<file path="src/sv/acbe_pkg.sv">
package acbe_pkg;

   localparam int MAX_ROUNDS = 14;
   localparam int RK_DEPTH = MAX_ROUNDS + 1;
   localparam int RK_AW = $clog2(RK_DEPTH);
   localparam int KX_CNT_W = $clog2(4 * RK_DEPTH);

   localparam logic [2:0] CSR_KEY_WORD_0 = 3'd0;
   localparam logic [2:0] CSR_KEY_WORD_1 = 3'd1;
   localparam logic [2:0] CSR_KEY_WORD_2 = 3'd2;
   localparam logic [2:0] CSR_KEY_WORD_3 = 3'd3;
   localparam logic [2:0] CSR_KEY_SIZE   = 3'd4;
   localparam logic [2:0] CSR_IV_UPPER   = 3'd5;
   localparam logic [2:0] CSR_IV_LOWER   = 3'd6;

   localparam logic [1:0] KEY_SIZE_128 = 2'd0;
   localparam logic [1:0] KEY_SIZE_192 = 2'd1;

   typedef enum logic [2:0] {
      ST_IDLE,
      ST_KEXP,
      ST_ISSUE,
      ST_ARK,
      ST_ROUND
   } acbe_state_type;

   typedef struct packed {
      logic capture;
      logic kexp_start;
      logic kexp_run;
      logic step_run;
      logic ark;
      logic round_run;
      logic finish;
   } acbe_cmd_type;

   typedef struct packed {
      logic key_dirty;
      logic kexp_last;
      logic last_round;
      logic out_free;
   } acbe_status_type;

   localparam logic [2047:0] SBOX_FWD = {
      128'h637c777bf26b6fc53001672bfed7ab76,
      128'hca82c97dfa5947f0add4a2af9ca472c0,
      128'hb7fd9326363ff7cc34a5e5f171d83115,
      128'h04c723c31896059a071280e2eb27b275,
      128'h09832c1a1b6e5aa0523bd6b329e32f84,
      128'h53d100ed20fcb15b6acbbe394a4c58cf,
      128'hd0efaafb434d338545f9027f503c9fa8,
      128'h51a3408f929d38f5bcb6da2110fff3d2,
      128'hcd0c13ec5f974417c4a77e3d645d1973,
      128'h60814fdc222a908846eeb814de5e0bdb,
      128'he0323a0a4906245cc2d3ac629195e479,
      128'he7c8376d8dd54ea96c56f4ea657aae08,
      128'hba78252e1ca6b4c6e8dd741f4bbd8b8a,
      128'h703eb5664803f60e613557b986c11d9e,
      128'he1f8981169d98e949b1e87e9ce5528df,
      128'h8ca1890dbfe6426841992d0fb054bb16
   };

   localparam logic [2047:0] SBOX_INV = {
      128'h52096ad53036a538bf40a39e81f3d7fb,
      128'h7ce339829b2fff87348e4344c4dee9cb,
      128'h547b9432a6c2233dee4c950b42fac34e,
      128'h082ea16628d924b2765ba2496d8bd125,
      128'h72f8f66486689816d4a45ccc5d65b692,
      128'h6c704850fdedb9da5e154657a78d9d84,
      128'h90d8ab008cbcd30af7e45805b8b34506,
      128'hd02c1e8fca3f0f02c1afbd0301138a6b,
      128'h3a9111414f67dcea97f2cfcef0b4e673,
      128'h96ac7422e7ad3585e2f937e81c75df6e,
      128'h47f11a711d29c5896fb7620eaa18be1b,
      128'hfc563e4bc6d279209adbc0fe78cd5af4,
      128'h1fdda8338807c731b11210592780ec5f,
      128'h60517fa919b54a0d2de57a9f93c99cef,
      128'ha0e03b4dae2af5b0c8ebbb3c83539961,
      128'h172b047eba77d626e169146355210c7d
   };

   function automatic logic [7:0] sbox(input logic [7:0] x);
      int idx;
      idx = 255 - int'(x);
      return SBOX_FWD[idx * 8 +: 8];
   endfunction

   function automatic logic [7:0] inv_sbox(input logic [7:0] x);
      int idx;
      idx = 255 - int'(x);
      return SBOX_INV[idx * 8 +: 8];
   endfunction

   function automatic logic [7:0] xtime(input logic [7:0] a);
      return {a[6:0], 1'b0} ^ (a[7] ? 8'h1b : 8'h00);
   endfunction

   function automatic logic [31:0] sub_word(input logic [31:0] w);
      return {sbox(w[31:24]), sbox(w[23:16]), sbox(w[15:8]), sbox(w[7:0])};
   endfunction

   function automatic logic [31:0] mix_col(input logic [31:0] w);
      logic [7:0] a0, a1, a2, a3;
      logic [7:0] d0, d1, d2, d3;
      a0 = w[31:24];
      a1 = w[23:16];
      a2 = w[15:8];
      a3 = w[7:0];
      d0 = xtime(a0);
      d1 = xtime(a1);
      d2 = xtime(a2);
      d3 = xtime(a3);
      return {d0 ^ d1 ^ a1 ^ a2 ^ a3,
              a0 ^ d1 ^ d2 ^ a2 ^ a3,
              a0 ^ a1 ^ d2 ^ d3 ^ a3,
              d0 ^ a0 ^ a1 ^ a2 ^ d3};
   endfunction

   function automatic logic [31:0] inv_mix_col(input logic [31:0] w);
      logic [7:0] a[4];
      logic [7:0] m9[4], m11[4], m13[4], m14[4];
      logic [7:0] x2, x4, x8;
      for (int k = 0; k < 4; k++) begin
         a[k] = w[31 - 8 * k -: 8];
         x2 = xtime(a[k]);
         x4 = xtime(x2);
         x8 = xtime(x4);
         m9[k] = x8 ^ a[k];
         m11[k] = x8 ^ x2 ^ a[k];
         m13[k] = x8 ^ x4 ^ a[k];
         m14[k] = x8 ^ x4 ^ x2;
      end
      return {m14[0] ^ m11[1] ^ m13[2] ^ m9[3],
              m9[0] ^ m14[1] ^ m11[2] ^ m13[3],
              m13[0] ^ m9[1] ^ m14[2] ^ m11[3],
              m11[0] ^ m13[1] ^ m9[2] ^ m14[3]};
   endfunction

   function automatic logic [127:0] enc_round(input logic [127:0] s, input logic [127:0] rk,
                                              input logic last);
      logic [7:0] b[16];
      logic [7:0] t[16];
      logic [127:0] o;
      for (int i = 0; i < 16; i++) begin
         b[i] = sbox(s[127 - 8 * i -: 8]);
      end
      for (int c = 0; c < 4; c++) begin
         for (int r = 0; r < 4; r++) begin
            t[r + 4 * c] = b[r + 4 * ((c + r) % 4)];
         end
      end
      for (int i = 0; i < 16; i++) begin
         o[127 - 8 * i -: 8] = t[i];
      end
      if (!last) begin
         for (int c = 0; c < 4; c++) begin
            o[127 - 32 * c -: 32] = mix_col(o[127 - 32 * c -: 32]);
         end
      end
      return o ^ rk;
   endfunction

   function automatic logic [127:0] dec_round(input logic [127:0] s, input logic [127:0] rk,
                                              input logic last);
      logic [7:0] t[16];
      logic [127:0] o;
      for (int c = 0; c < 4; c++) begin
         for (int r = 0; r < 4; r++) begin
            t[r + 4 * ((c + r) % 4)] = s[127 - 8 * (r + 4 * c) -: 8];
         end
      end
      for (int i = 0; i < 16; i++) begin
         o[127 - 8 * i -: 8] = inv_sbox(t[i]);
      end
      o = o ^ rk;
      if (!last) begin
         for (int c = 0; c < 4; c++) begin
            o[127 - 32 * c -: 32] = inv_mix_col(o[127 - 32 * c -: 32]);
         end
      end
      return o;
   endfunction

endpackage

</file>
<file path="src/sv/acbe_ctrl.sv">
module acbe_ctrl (
   input  logic                     clock,
   input  logic                     reset,
   input  logic                     req_valid,
   output logic                     req_stall,
   input  acbe_pkg::acbe_status_type status,
   output acbe_pkg::acbe_cmd_type    cmd
);

   acbe_pkg::acbe_state_type state_ff, state_in;

   always_ff @(posedge clock) begin
      if (reset) begin
         state_ff <= acbe_pkg::ST_IDLE;
      end else begin
         state_ff <= state_in;
      end
   end

   always_comb begin
      state_in = state_ff;
      cmd = '0;
      req_stall = 1'b1;
      case (state_ff)
         acbe_pkg::ST_IDLE: begin
            req_stall = 1'b0;
            if (req_valid) begin
               cmd.capture = 1'b1;
               if (status.key_dirty) begin
                  cmd.kexp_start = 1'b1;
                  state_in = acbe_pkg::ST_KEXP;
               end else begin
                  state_in = acbe_pkg::ST_ISSUE;
               end
            end
         end
         acbe_pkg::ST_KEXP: begin
            cmd.kexp_run = 1'b1;
            if (status.kexp_last) begin
               state_in = acbe_pkg::ST_ISSUE;
            end
         end
         acbe_pkg::ST_ISSUE: begin
            cmd.step_run = 1'b1;
            state_in = acbe_pkg::ST_ARK;
         end
         acbe_pkg::ST_ARK: begin
            cmd.step_run = 1'b1;
            cmd.ark = 1'b1;
            state_in = acbe_pkg::ST_ROUND;
         end
         acbe_pkg::ST_ROUND: begin
            if (status.last_round) begin
               if (status.out_free) begin
                  cmd.finish = 1'b1;
                  state_in = acbe_pkg::ST_IDLE;
               end
            end else begin
               cmd.round_run = 1'b1;
               cmd.step_run = 1'b1;
            end
         end
         default: begin
            state_in = acbe_pkg::ST_IDLE;
         end
      endcase
   end

endmodule

</file>
<file path="config.mk">
export PLATFORM = sky130hd
export DESIGN_NAME = acbe_ctrl
export DESIGN_NICKNAME = d
export VERILOG_FILES = /design/src/sv/acbe_pkg.sv /design/src/sv/acbe_ctrl.sv
export SDC_FILE = /design/constraint.sdc
export NUM_CORES = 1
export LEC_CHECK = 0
export BUFFER_PORTS_ARGS = -buffer_cell sky130_fd_sc_hd__clkbuf_2
export CORE_AREA = 2 2 39 41
export CTS_BUF_LIST = sky130_fd_sc_hd__clkbuf_16
export CTS_CLUSTER_DIAMETER = 80
export DETAILED_ROUTE_END_ITERATION = 12
export DIE_AREA = 0 0 41 43
export PLACE_DENSITY = 0.45
export SETUP_SLACK_MARGIN = 0.4
export SLEW_MARGIN = 30
export SYNTH_ARGS = -nofsm -noshare
export SYNTH_HDL_FRONTEND = slang
export SYNTH_SLANG_ARGS = --single-unit
</file>
<file path="constraint.sdc">
create_clock -name clock -period 1.8 [get_ports clock]
set_input_delay 0.27 -clock clock [delete_from_list [all_inputs] [get_ports clock]]
set_output_delay 0.27 -clock clock [all_outputs]
set_load 0.01 [all_outputs]
</file>
Word-level counts from Yosys, hierarchy flattened
Cells that the tools add are included.
{"block": "totals", "ff_bits": 3, "input_bits": 7, "elab_cells": 29}
{"block": "op_classes", "eq_ne": 8, "n_mux": 17, "reduce_logical": 3}
{"cell": "one-hot mux 3 bit (5 select lines)", "count": 1}
{"cell": "2-to-1 mux 3 bit", "count": 4}
{"cell": "2-to-1 mux 2 bit", "count": 4}
{"cell": "inequality test 2 bit (second input constant)", "count": 4}
{"cell": "2-to-1 mux 1 bit", "count": 7}
{"cell": "equality test 3 x 2 -> 1 bit (second input constant)", "count": 2}
{"cell": "AND reduction 4 bit", "count": 1}
{"cell": "equality test 3 x 1 -> 1 bit (second input constant)", "count": 1}
{"cell": "equality test 3 bit (second input constant)", "count": 1}
{"cell": "zero test 3 bit", "count": 1}
{"cell": "one-hot mux 1 bit (2 select lines)", "count": 1}
{"cell": "OR reduction 2 bit", "count": 1}

Logic depth before layout (Yosys ltp)
{"block": "logic_depth", "ltp_word": 3, "mapped_depth": 2, "depth_no_buf": 2}

Least setup slack after synthesis
Ideal clock, no wire load.
{"block": "synth_timing", "path_kind": "register to output", "start": "register state_ff[2]", "end": "output port cmd[3] (netlist name)", "t_arrival_ns": 0.972, "t_required_ns": 1.530, "setup_slack_ns": 0.558, "stages_incl_launch_ff": 3, "n_path_buf": 0, "path_cell_list": "dfxtp_1 > or3b_1 > o22ai_1"}
{"element": "from (decl)", "line": "acbe_ctrl.sv:10", "source": "acbe_pkg::acbe_state_type state_ff, state_in;"}
{"element": "from (signal assigned)", "line": "acbe_ctrl.sv:14", "source": "state_ff <= acbe_pkg::ST_IDLE;"}
{"element": "from (signal assigned)", "line": "acbe_ctrl.sv:16", "source": "state_ff <= state_in;"}
{"element": "to (decl)", "line": "acbe_ctrl.sv:7", "source": "output acbe_pkg::acbe_cmd_type cmd"}

==> flow_summary.json <==
{
  "critPathMaxStageDelay_ps": 420,
  "power_density_nw_per_um2": 1343,
  "status": "finished clean",
  "grt_max_degree": 9,
  "wl_per_cell_um": 9.919,
  "worstSetupStartpointType": "flip-flop",
  "slowest_stage": "or3b_4",
  "pwr-share-comb_pct": 18.1,
  "clkTransAtPathRegs_ps": 30,
  "p_switching_mw": 0.1273,
  "endpoint_kind": "primary output",
  "via_per_inst": 4.226,
  "dp_hpwl_um": 419,
  "fin_crit_ps": 1489,
  "wl_met2_um": 296,
  "clock-sinks": 3,
  "hp-class": "in2reg",
  "pre_cts_ws_ps": 440.6,
  "timing.fmax_mhz": 671.7,
  "ys_seq_area_share_pct": 30.57,
  "fin_skew_ps": 2.989,
  "num_antenna_cells": 0,
  "grt_pass1_vias": 233,
  "area_growth_pct": 105.1,
  "syn_inst": 26,
  "dr_total_vias": 262,
  "netlist-cell-type-count": 18,
  "p_total_mw": 0.5412,
  "largest_reg_flops": 3,
  "top_layer_used": "met4",
  "route.detailed.drc": 0,
  "insertion_delay_ps": 230,
  "wl_met3_um": 49,
  "grt_pass1_wl_um": 945,
  "final_hold_viol_count": 0,
  "crit_chain": "or3b_4 > o22ai_2 > buf_2",
  "synth.avg_cell_area_um2": 7.555,
  "htreeDepth": 1,
  "antenna_found_initial": 0,
  "setup_violations": 0,
  "start_util_pct": 14.20,
  "num_rows": 14,
  "wl_met1_um": 254,
  "yosys_warnings": 0,
  "cts_hold_buffers": 0,
  "rsz0062_at_grt": "yes",
  "core_area_um2": 1384,
  "cp_data_arrival_time_ps": 1220,
  "max-slew-margin-rel_pct": 83.12,
  "fin_nets": 54,
  "cts_inserted_buffers": 3,
  "max_slew.worst_pin.slew_ps": 251.3,
  "largestRegisters": "state_ff (3)",
  "final_layout_size_suffix_gt1_share_pct": 58.70,
  "path_buf_inv": 1,
  "cts_tree": "built",
  "die_w_um": 41,
  "synthTopCellsByArea": "dfxtp_1, nand2b_1, inv_1",
  "fin_setup_tns_ps": 0,
  "crit_required_ps": 1530,
  "synth_fp_nets": 33,
  "first_pass_iters": 3,
  "p_clk_share_pct": 65.4,
  "dieArea_um2": 1763,
  "max_flop_register": "state_ff",
  "path_max_fanout": 4,
  "p_int_mw": 0.4139,
  "place_congestion": 0.6387,
  "syn-cell-area_um2": 196.4,
  "grt_use_total_pct": 8.717,
  "routed_wl_um": 615,
  "finalMaxSlewViolations": 0,
  "whs_ps": 308.5,
  "cellLeakagePower_nw": 0.2083,
  "p_sw_share_pct": 23.52,
  "fin_ws_ps": 311.1,
  "clockRootBuffer": "clkbuf_16",
  "ctsLongestPathBuffers": 2,
  "seqPwrFrac_pct": 16.4,
  "yosysTopAreaCellShare_pct": 30.57,
  "overflow": 0,
  "drv_cap": 0,
  "first_iter_violations": 6,
  "synth_area_leader_cell": "dfxtp_1",
  "io_pins": 15,
  "die_h_um": 43,
  "worstSetupPathType": "reg2out",
  "io_buffers": 14,
  "ant_nets": 0,
  "period_share_pct": 82.71,
  "cpLargestDelayFamily": "simple AND/OR/NAND/NOR gates",
  "vdd_ir_drop_max_v": 0.0002812,
  "synth_seq_cells": 3
}
repair_timing:
action | in CTS | in global routing
setup endpoints to repair | 5 | 5
hold endpoints to repair | 0 | 0
buffers inserted | 2 | 0
gates resized for setup | 6 | 6
pin swaps | 1 | 0
Yosys cell counts, drive strengths merged:
cell / number
and3: 1
dfxtp: 3
a211oi: 1
or2: 1
a21oi: 1
nor2: 3
nand2: 2
a32o: 1
and2: 1
a221oi: 1
nor3b: 1
o21a: 1
or3b: 1
nand2b: 2
o22ai: 1
inv: 3
and3b: 1
nor3: 1
worst register-to-register path: stages (launching register included):
cell and delay [ps]:
dfxtp_4 340, buf_4 140, or2_2 300, a221oi_1 220
logic make-up (layout without fill, tap and decap cells):
logic type / count (synthesis) / count (layout) / share of synthesized area [%]
AOI/OAI and AO/OA: 6 / 6 / 22.93
buffers and inverters: 3 / 23 / 5.732
DFF: 3 / 3 / 30.57
and+or+nand+nor: 14 / 14 / 40.77
final cells by class:
type / count / area (um^2)
clock buffers: 3 / 75.07
clock inverters: 1 / 3.754
fillers: 156 / 980.9
inverters: 3 / 11.26
multi-input cells: 20 / 138.9
flip-flops and latches: 3 / 68.82
well taps: 16 / 20.02
repair buffers: 16 / 85.08
cells in the final DEF, fill, tap and decap left out:
master | synthesis | final
a211oi_1 | 1 | 1
a21oi_1 | 1 | 1
a221oi_1 | 1 | 1
a32o_1 | 1 | 1
and2_1 | 1 | 1
and3_1 | 1 | 1
and3b_1 | 1 | 1
buf_2 | 0 | 3
buf_4 | 0 | 2
clkbuf_16 | 0 | 3
clkbuf_2 | 0 | 11
dfxtp_2 | 0 | 1
dfxtp_4 | 0 | 2
inv_1 | 3 | 4
nand2_1 | 2 | 2
nand2b_1 | 2 | 2
nor2_1 | 3 | 1
nor2_2 | 0 | 2
nor3_1 | 1 | 1
nor3b_1 | 1 | 1
o21a_1 | 1 | 1
o22ai_2 | 0 | 1
or2_2 | 1 | 1
or3b_4 | 0 | 1
final timing paths:
check,startpoint,end,slack [ps],depth (start not counted)
hold / removal,status[2],state_ff[1],310,3
setup reg to reg,state_ff[2],state_ff[1],690,3
setup / recovery,state_ff[0],cmd[3],310,3
hold reg to reg,state_ff[0],state_ff[1],580,2
metal layers:
metal / vias up / global-route usage (%)
met5: - / 0
met4: 0 / 10.00
met3: 2 / 3.141
met2: 11 / 11.56
met1: 116 / 9.265
li1: 133 / -
through the flow:
step	instances	utilization (%)	instance area (um^2)
2_1_floorplan	26	-	196.4
3_3_place_gp	56	20.71	286.5
3_5_place_dp	56	20.71	286.5
4_1_cts	62	28.30	391.6
5_1_grt	62	29.11	402.9
6_report	62	29.11	402.9
power groups by stage:
stage	sequential [mW]	clock, mW	combinational, mW
4_1_cts	0.0888	0.358	0.0954
5_1_grt	0.0918	0.363	0.109
3_5_place_dp	0.0910	0	0.0842
2_1_floorplan	0.0864	0	0.0507
3_3_place_gp	0.0905	0	0.0849
6_report	0.0889	0.354	0.0982
Power figures use the tool's default switching activity.
